File: config.mk
export PLATFORM = sky130hd
export DESIGN_NAME = sit_cell
export DESIGN_NICKNAME = d
export VERILOG_FILES = /design/src/design/assert_macros.svh /design/src/design/sit_pkg.sv /design/src/design/sit_cell.sv
export SDC_FILE = /design/constraint.sdc
export NUM_CORES = 1
export LEC_CHECK = 0
export ABC_AREA = 0
export BUFFER_PORTS_ARGS = -buffer_cell sky130_fd_sc_hd__buf_2
export CAP_MARGIN = 20
export CORE_AREA = 5 5 168 170
export CTS_CLUSTER_SIZE = 10
export DETAILED_ROUTE_END_ITERATION = 16
export DIE_AREA = 0 0 173 175
export PLACE_DENSITY = 0.61
export REMOVE_ABC_BUFFERS = 1
export SYNTH_ARGS = -nofsm -noshare
export SYNTH_HDL_FRONTEND = slang
export SYNTH_SLANG_ARGS = --single-unit
export TNS_END_PERCENT = 5
File: constraint.sdc
create_clock -name clk -period 4.24 [get_ports clk]
set_input_delay 0.424 -clock clk [delete_from_list [all_inputs] [get_ports clk]]
set_output_delay 0.424 -clock clk [all_outputs]
set_load 0.05 [all_outputs]
File: src/design/assert_macros.svh
// ----------------------------------------------------------------------------
// assert_macros.svh
// Shared concurrent assertion macros, sampled on clk, off while rst_n is low.
// ----------------------------------------------------------------------------
`ifndef ASSERT_MACROS_SVH
`define ASSERT_MACROS_SVH

// Same-cycle implication.
`define SIT_ASSERT_IMP(label, ante, cons) \
  label: assert property (@(posedge clk) disable iff (!rst_n) (ante) |-> (cons)) \
    else $error("sit assertion failed");

// Next-cycle implication.
`define SIT_ASSERT_NXT(label, ante, cons) \
  label: assert property (@(posedge clk) disable iff (!rst_n) (ante) |=> (cons)) \
    else $error("sit assertion failed");

`endif

File: src/design/sit_pkg.sv
// ----------------------------------------------------------------------------
// sit_pkg
// Types, sizes and operation codes of the sorted interval insert table.
// ----------------------------------------------------------------------------
package sit_pkg;

  localparam int TABLE_DEPTH = 256;
  localparam int IDX_W       = $clog2(TABLE_DEPTH);
  localparam int CNT_W       = $clog2(TABLE_DEPTH + 1);
  localparam int RIDX_W      = 8;
  localparam int CW          = (CNT_W > RIDX_W) ? CNT_W : RIDX_W;
  localparam int POS_W       = 9;

  localparam logic [1:0] OP_INSERT = 2'd0;
  localparam logic [1:0] OP_READ   = 2'd1;
  localparam logic [1:0] OP_CLEAR  = 2'd2;

  typedef struct packed {
    logic [1:0]        func;
    logic [31:0]       start_pos;
    logic [31:0]       end_pos;
    logic              trimmed;
    logic [15:0]       tag;
    logic [RIDX_W-1:0] read_index;
  } in_item_t;

  typedef struct packed {
    logic [POS_W-1:0] insert_position;
    logic [POS_W-1:0] occupancy;
    logic             overflow;
    logic             read_valid;
    logic [31:0]      read_start;
    logic [31:0]      read_end;
    logic             read_trimmed;
    logic [15:0]      read_tag;
  } out_item_t;

  typedef struct packed {
    logic [31:0] start_pos;
    logic [31:0] end_pos;
    logic        trimmed;
    logic [15:0] tag;
  } entry_t;

  // Per-beat control from the sequencer to every cell.
  typedef struct packed {
    logic cap;     // beat accepted: capture compare flags
    logic ins_ok;  // accepted beat is an insert with room left
    logic commit;  // busy cycle of an insert: shift and load
  } cell_ctl_t;

endpackage

File: src/design/sit_cell.sv
// ----------------------------------------------------------------------------
// sit_cell
// One table slot: compares its entry with the incoming key, decides whether
// it shifts right, and takes the new entry or its left neighbor's entry.
// ----------------------------------------------------------------------------
module sit_cell import sit_pkg::*; (
  input  logic              clk,
  input  cell_ctl_t         ctl,
  input  logic [IDX_W-1:0]  cell_idx,
  input  logic [CNT_W-1:0]  count,
  input  entry_t            key,
  input  logic [RIDX_W-1:0] rd_idx,
  input  entry_t            new_ent,
  input  logic              right_le,
  input  logic              left_move,
  input  logic              left_move_r,
  input  entry_t            left_ent,
  output logic              le,
  output logic              move,
  output logic              move_r,
  output logic              load_r,
  output entry_t            ent,
  output entry_t            rd_data
);

  entry_t ent_r;
  logic   sel_r;
  logic   valid;
  logic   at_count;
  logic   gt;
  logic   tie;

  assign valid    = CNT_W'(cell_idx) < count;
  assign at_count = CNT_W'(cell_idx) == count;
  assign gt       = key.start_pos < ent_r.start_pos;
  assign tie      = (key.start_pos == ent_r.start_pos) &&
                    ((key.trimmed && !ent_r.trimmed) ||
                     ((key.trimmed == ent_r.trimmed) && (key.end_pos < ent_r.end_pos)));
  assign le       = valid && !gt;
  // Only the last entry with start not above the key settles a tie.
  assign move     = valid && (gt || (tie && !right_le));

  always_ff @(posedge clk) begin
    if (ctl.cap) begin
      move_r <= ctl.ins_ok && move;
      load_r <= ctl.ins_ok && !left_move && (move || at_count);
      sel_r  <= CW'(cell_idx) == CW'(rd_idx);
    end
  end

  always_ff @(posedge clk) begin
    if (ctl.commit) begin
      if (load_r) begin
        ent_r <= new_ent;
      end else if (left_move_r) begin
        ent_r <= left_ent;
      end
    end
  end

  assign ent     = ent_r;
  assign rd_data = sel_r ? ent_r : '0;

endmodule

==> results.yml, run 1 <==
routing:
  wl_um: 22000
  ant_nets: 0
  via_count: 5516
  drc: 0
  drt_pre_antenna_iters: 4
  wl_per_cell_um: 16.9
  vias_per_cell: 4.22
  drt_iter0_drc: 194
power:
  seqPwrFrac: 0.369
  p_int_mw: 1.78
  power.share.switching: 0.366
  power.density_nw_per_um2: 316
  p_leak_nw: 4.46
  switching_power_mw: 1.02
  vdd_drop_max_uv: 130
  power_mw: 2.80
  clkPwrFrac: 0.296
  combinationalPowerShare: 0.336
layout:
  fin_util: 0.333
  final_nets: 1307
  final_common_cell: "buf_2"
  drive_gt1_frac: 0.552
  design_area_um2: 8860
  layout_common_cells: "424 x buf_2, 84 x edfxtp_1, 81 x mux2_2, 81 x and2_1, 75 x inv_1"
  fillers: 2785
  syn_to_final_growth_pct: 46.9
floorplanning:
  die_w_um: 173
  start_util: 0.227
  row_count: 60
  floorplan.core_area_um2: 26600
  dieArea_um2: 30300
  pin_count: 441
  die_h_um: 175
cts:
  clockBufferDepth: 2
  worst_skew_pair.late_latency_ns: 0.35
  cts_tree: "built"
  postCtsHoldBufs: 0
  cts.sinks: 84
  post_cts_resize_count: 0
  clk_pin_slew_worst_paths_ns: 0.07
  post_cts_buffers: 0
  h-tree-depth: 3
  cts-root-buf: "clkbuf_16"
  cts_buffers: 9
timing:
  rsz0062_at_grt: "no"
  slew_headroom: 0.439
  final.setup.tns_ns: 0
  drv_slew: 0
  hold_violations: 0
  final.period_utilization: 0.835
  max_freq_mhz: 282
  finalClockSkew_ns: 0.0146
  setup_viol: 0
  worst_pin_slew_ns: 0.842
  fin_crit_ns: 3.54
setup_path:
  worstPathMaxFanout: 3
  crit_type: "reg -> out"
  r2r_slack_ns: 1.40
  critPathLaunchType: "flip-flop"
  rr_worst_depth: 9
  r2r_start: "ent[48]"
  end_kind: "output port"
  reg2reg_to: "load_r"
  cp.arrival_ns: 3.12
  worstPathRequired_ns: 3.82
global_route:
  grt_pass1_vias: 5915
  grt_max_degree: 83
  overflow: 0
  grt.total_usage: 0.139
  grt_pass1_wl_um: 32700
  antenna_found_initial: 1
hold_path:
  hold_end: "move_r"
  hp-start: "ctl[2]"
  min_path_cells: 1
  hp-class: "in -> reg"
synthesis:
  ys_types: 50
  seq_area_frac_synth: 0.418
  ys.flop_type: "edfxtp_1"
  async_reset_ff_frac: 0
  synth_edf_count: 84
  netlist.area_leader.share: 0.418
  syn_avg_cell_area_um2: 11.2
  synth_top_area_cell: "edfxtp_1"
  synth_cells: 539
  yosys-top-cells-area: "edfxtp_1 42%, mux2_2 15%, ha_1 15%, and2_1 8.4%, inv_1 4.7%"
  syn_area_um2: 6030
  yosysWarnings: 0
  yosys_register_bits: 84
run_status:
  status: "completed"
place:
  place_congestion: 0.814
  portBuffers: 424
  placed_cell_area_um2: 8560
  dp_hpwl_um: 18400
flow_run:
  cap_violations: 0
-- sequential cells by signal, summed over array words and instances (netlist names) --
register,cells
sel_r,1
ent,81
move_r,1
load_r,1
-- metal layers --
metal | wire length, um | track usage | vias to the layer above
met5 | 0 | 0 | -
met4 | 215 | 0.0343 | 0
met3 | 1590 | 0.0372 | 14
met2 | 11600 | 0.261 | 235
met1 | 8580 | 0.156 | 2511
li1 | - | - | 2756
-- worst max-delay path by stage --
| stage | from | end | slack [ns] | cells past startpoint |
|---|---|---|---|---|
| after detailed placement | key[64] | move | 0.85 | 10 |
| after CTS | ent[79] | move | 0.59 | 10 |
| after floorplan | load_r | ent[0] | -0.56 | 1 |
| final | ent[75] | move | 0.70 | 10 |
| after global placement | key[64] | move | 0.88 | 10 |
| after global routing | ent[78] | move | 0.44 | 10 |
-- power groups by stage --
stage                     logic, mW  registers (mW)  clock network (mW)
after detailed placement      0.952            1.05                   0
after global routing           1.02            1.04               0.889
after floorplan               0.449            1.24                   0
after CTS                     0.955            1.03               0.865
final                         0.941            1.03               0.828
after global placement        0.941            1.05                   0
-- critical path, stage by stage, from the launching register on --
cell	delay, ns
edfxtp_1	0.44
inv_1	0.07
ha_1	0.27
nand2_1	0.06
or3_1	0.42
nor3_2	0.32
o311ai_0	0.18
or4_4	0.47
a21bo_1	0.24
inv_1	0.05
buf_2	0.25
-- per-stage QoR --
step	worst slack, ns	hold slack, ns	instances
after global routing	0.438	0.310	1307
after floorplan	-0.556	0.536	522
after global placement	0.878	0.668	1290
final	0.700	0.328	1307
after CTS	0.589	0.302	1306
after detailed placement	0.850	0.671	1290
-- synth_stat cells, types with 2 or more instances --
master    count
a21oi_1      22
and2_1       81
nand4_1      11
a21o_1        4
nor3_1        3
o21a_1        5
xnor2_1       8
nor2_1        9
o21ai_1       2
a211o_1       2
nand2_1      14
mux2_2       81
edfxtp_1     84
o21ai_0       6
nor2b_1       3
ha_1         72
and4_1        4
nand3_1       4
a211oi_1      2
inv_1        75
or4_1         2
clkbuf_1     17
-- cell families (layout without fill, tap and decap cells) --
group / after synthesis / after routing / share of synthesized area
AOI/OAI and AO/OA: 58 / 58 / 0.0677
xor gates and xnor gates: 8 / 8 / 0.0116
DFF: 84 / 84 / 0.418
buffers and inverters: 92 / 518 / 0.0573
and+or+nand+nor: 144 / 144 / 0.144
adders and majority gates: 72 / 72 / 0.149
other: 0 / 1 / 0
muxes: 81 / 81 / 0.151
-- cell type report --
type,instances,area [um2],area share
clock inverter,7,75.1,0.00847
tap,341,427,0.0482
clock buffer,9,225,0.0254
multi-input combinational,363,3170,0.358
antenna,1,2.50,0.000282
inverter,75,282,0.0318
timing repair buffer,427,2160,0.243
sequential,84,2520,0.285
No activity file was read; power rests on OpenSTA's default activity.
==> inputs of run 2 (changes only) <==
--- a/config.mk
+++ b/config.mk
@@ -5,13 +5,13 @@
 export SDC_FILE = /design/constraint.sdc
 export NUM_CORES = 1
 export LEC_CHECK = 0
-export ABC_AREA = 0
+export ABC_AREA = 1
 export BUFFER_PORTS_ARGS = -buffer_cell sky130_fd_sc_hd__buf_2
 export CAP_MARGIN = 20
-export CORE_AREA = 5 5 168 170
+export CORE_AREA = 5 5 170 172
 export CTS_CLUSTER_SIZE = 10
 export DETAILED_ROUTE_END_ITERATION = 16
-export DIE_AREA = 0 0 173 175
+export DIE_AREA = 0 0 175 177
 export PLACE_DENSITY = 0.61
 export REMOVE_ABC_BUFFERS = 1
 export SYNTH_ARGS = -nofsm -noshare
==> constraint.sdc (replaced) <==
create_clock -name clk -period 3.5 [get_ports clk]
set_input_delay 0.35 -clock clk [delete_from_list [all_inputs] [get_ports clk]]
set_output_delay 0.35 -clock clk [all_outputs]
set_load 0.05 [all_outputs]
==> results.yml, run 2 <==
power:
  combinationalPowerShare: 0.345
  power.density_nw_per_um2: 379
  p_int_mw: 2.10
  power_mw: 3.42
  power.share.switching: 0.387
  seqPwrFrac: 0.370
  switching_power_mw: 1.32
  vdd_drop_max_uv: 205
  p_leak_nw: 5.59
  clkPwrFrac: 0.285
synthesis:
  synth_edf_count: 84
  yosys-top-cells-area: "edfxtp_1 41%, nand2_1 23%, ha_1 15%, inv_1 10%, a21oi_1 2.7%"
  yosysMostFrequentCell: "nand2_1"
  syn_area_um2: 6200
  synth_top_area_cell: "edfxtp_1"
  synth_cells: 836
  seq_area_frac_synth: 0.407
  yosysWarnings: 0
  syn_avg_cell_area_um2: 7.42
  ys_types: 32
  async_reset_ff_frac: 0
  yosys-top-cells-count: "381 x nand2_1, 171 x inv_1, 84 x edfxtp_1, 72 x ha_1, 34 x a21oi_1"
  netlist.area_leader.share: 0.407
  ys.flop_type: "edfxtp_1"
  yosys_register_bits: 84
timing:
  fin_crit_ns: 2.83
  drv_slew: 0
  rsz0062_at_grt: "no"
  slew_headroom: 0.523
  worst_pin_slew_ns: 0.715
  setup_viol: 0
  finalClockSkew_ns: 0.0130
  final.setup.tns_ns: 0
  max_freq_mhz: 354
  whs_ns: 0.266
  finalWorstSetupSlack_ns: 0.674
  hold_violations: 0
  final.period_utilization: 0.807
place:
  dp_hpwl_um: 19900
  portBuffers: 424
  dpl.cell_count: 1586
  place_congestion: 0.842
  post-place-ws_ns: 0.875
global_route:
  grt.total_usage: 0.147
  overflow: 0
  grt_pass1_vias: 6485
  grt_pass1_wl_um: 35200
  antenna_found_initial: 1
  grt_max_degree: 47
cts:
  worst_skew_pair.late_latency_ns: 0.34
  postCtsHoldBufs: 0
  cts_buffers: 9
  cts_tree: "built"
  post_cts_buffers: 0
  h-tree-depth: 3
  clk_pin_slew_worst_paths_ns: 0.07
  cts-root-buf: "clkbuf_16"
  post_cts_resize_count: 0
  clockBufferDepth: 2
  cts.sinks: 84
hold_path:
  hp-class: "in -> reg"
setup_path:
  worstPathRequired_ns: 3.15
  end_kind: "output port"
  cp.arrival_ns: 2.48
  crit_type: "reg -> out"
  worstPathMaxFanout: 3
  critPathLaunchType: "flip-flop"
layout:
  final_nets: 1598
  final_common_cell: "buf_2"
  largest_reg_flops: 81
  drive_gt1_frac: 0.363
  syn_to_final_growth_pct: 45.4
  layout_common_cells: "424 x buf_2, 381 x nand2_1, 171 x inv_1"
  diodes: 0
  final_cells: 1602
floorplanning:
  die_w_um: 175
  row_count: 61
  start_util: 0.227
  pin_count: 441
  dieArea_um2: 31000
  floorplan.core_area_um2: 27300
  die_h_um: 177
routing:
  ant_nets: 0
  via_count: 6550
  drc: 0
  wl_um: 23900
  wl_per_cell_um: 14.9
  drt_pre_antenna_iters: 5
  vias_per_cell: 4.09
  drt_iter0_drc: 260
flow_run:
  cap_violations: 0
run_status:
  status: "completed"
[run 2: changes by cell type in the layout (fill, tap and decap cells not counted), sizes merged, moves of 6 or more]
| cell | previous run | this run |
|---|---|---|
| and2 | 82 | 0 |
| nand4 | 11 | 5 |
| nor2 | 10 | 18 |
| mux2 | 81 | 0 |
| a21oi | 22 | 35 |
| nand2 | 14 | 383 |
| inv | 77 | 172 |
[run 2: power by group through the flow]
stage	clock network [mW]	logic, mW	registers, mW
after detailed placement	0	1.19	1.29
after global placement	0	1.17	1.29
after CTS	1.03	1.19	1.27
after global routing	1.06	1.29	1.28
after floorplan	0	0.551	1.52
final	0.974	1.18	1.27
[run 2: routing by layer]
metal | part of all wire | GRT usage | vias to the layer above
met5 | 0.00054 | 0 | -
met1 | 0.42 | 0.186 | 2880
met3 | 0.062 | 0.0318 | 24
met4 | 0.015 | 0.0367 | 2
met2 | 0.50 | 0.254 | 246
li1 | - | - | 3398
[run 2: logic make-up after synthesis]
group                    share of synthesized area
adder cells (fa/ha/maj)                      0.145
AO/OA/AOI/OAI                               0.0518
flip-flops                                   0.407
AND/OR/NAND/NOR                              0.268
buffers and inverters                        0.120
XOR/XNOR                                   0.00847
[run 2: critical path: stages (launching register included)]
cell      delay (ns)
edfxtp_1        0.36
inv_1           0.05
ha_1            0.29
nand2_1         0.10
nor4_2          0.40
nand2_1         0.17
nor4_2          0.22
nand2_1         0.09
nand2_1         0.07
nand2_2         0.08
inv_1           0.06
buf_2           0.26
[run 2: worst paths after layout]
kind	slack, ns	startpoint	to	cells after the start
worst max-delay path	0.67	ent[72]	move	11
worst min-delay path	0.27	left_ent[29]	ent[29]	3
worst max register to register	1.35	load_r	ent[61]	4
worst min register to register	1.17	load_r	ent[20]	3
[run 2: per-stage QoR]
step,instance area (um2),util
2_1_floorplan,6110,-
3_3_place_gp,8730,0.319
3_5_place_dp,8730,0.319
4_1_cts,9020,0.330
5_1_grt,9020,0.330
6_report,9020,0.330
[run 2: layout make-up]
cell class | instances | area [um2]
well taps | 346 | 433
clock inverters | 7 | 67.6
repair buffers | 430 | 2180
fillers | 2952 | 18300
multi-input cells | 554 | 2950
inverters | 172 | 646
clock buffers | 9 | 225
flip-flops and latches | 84 | 2520
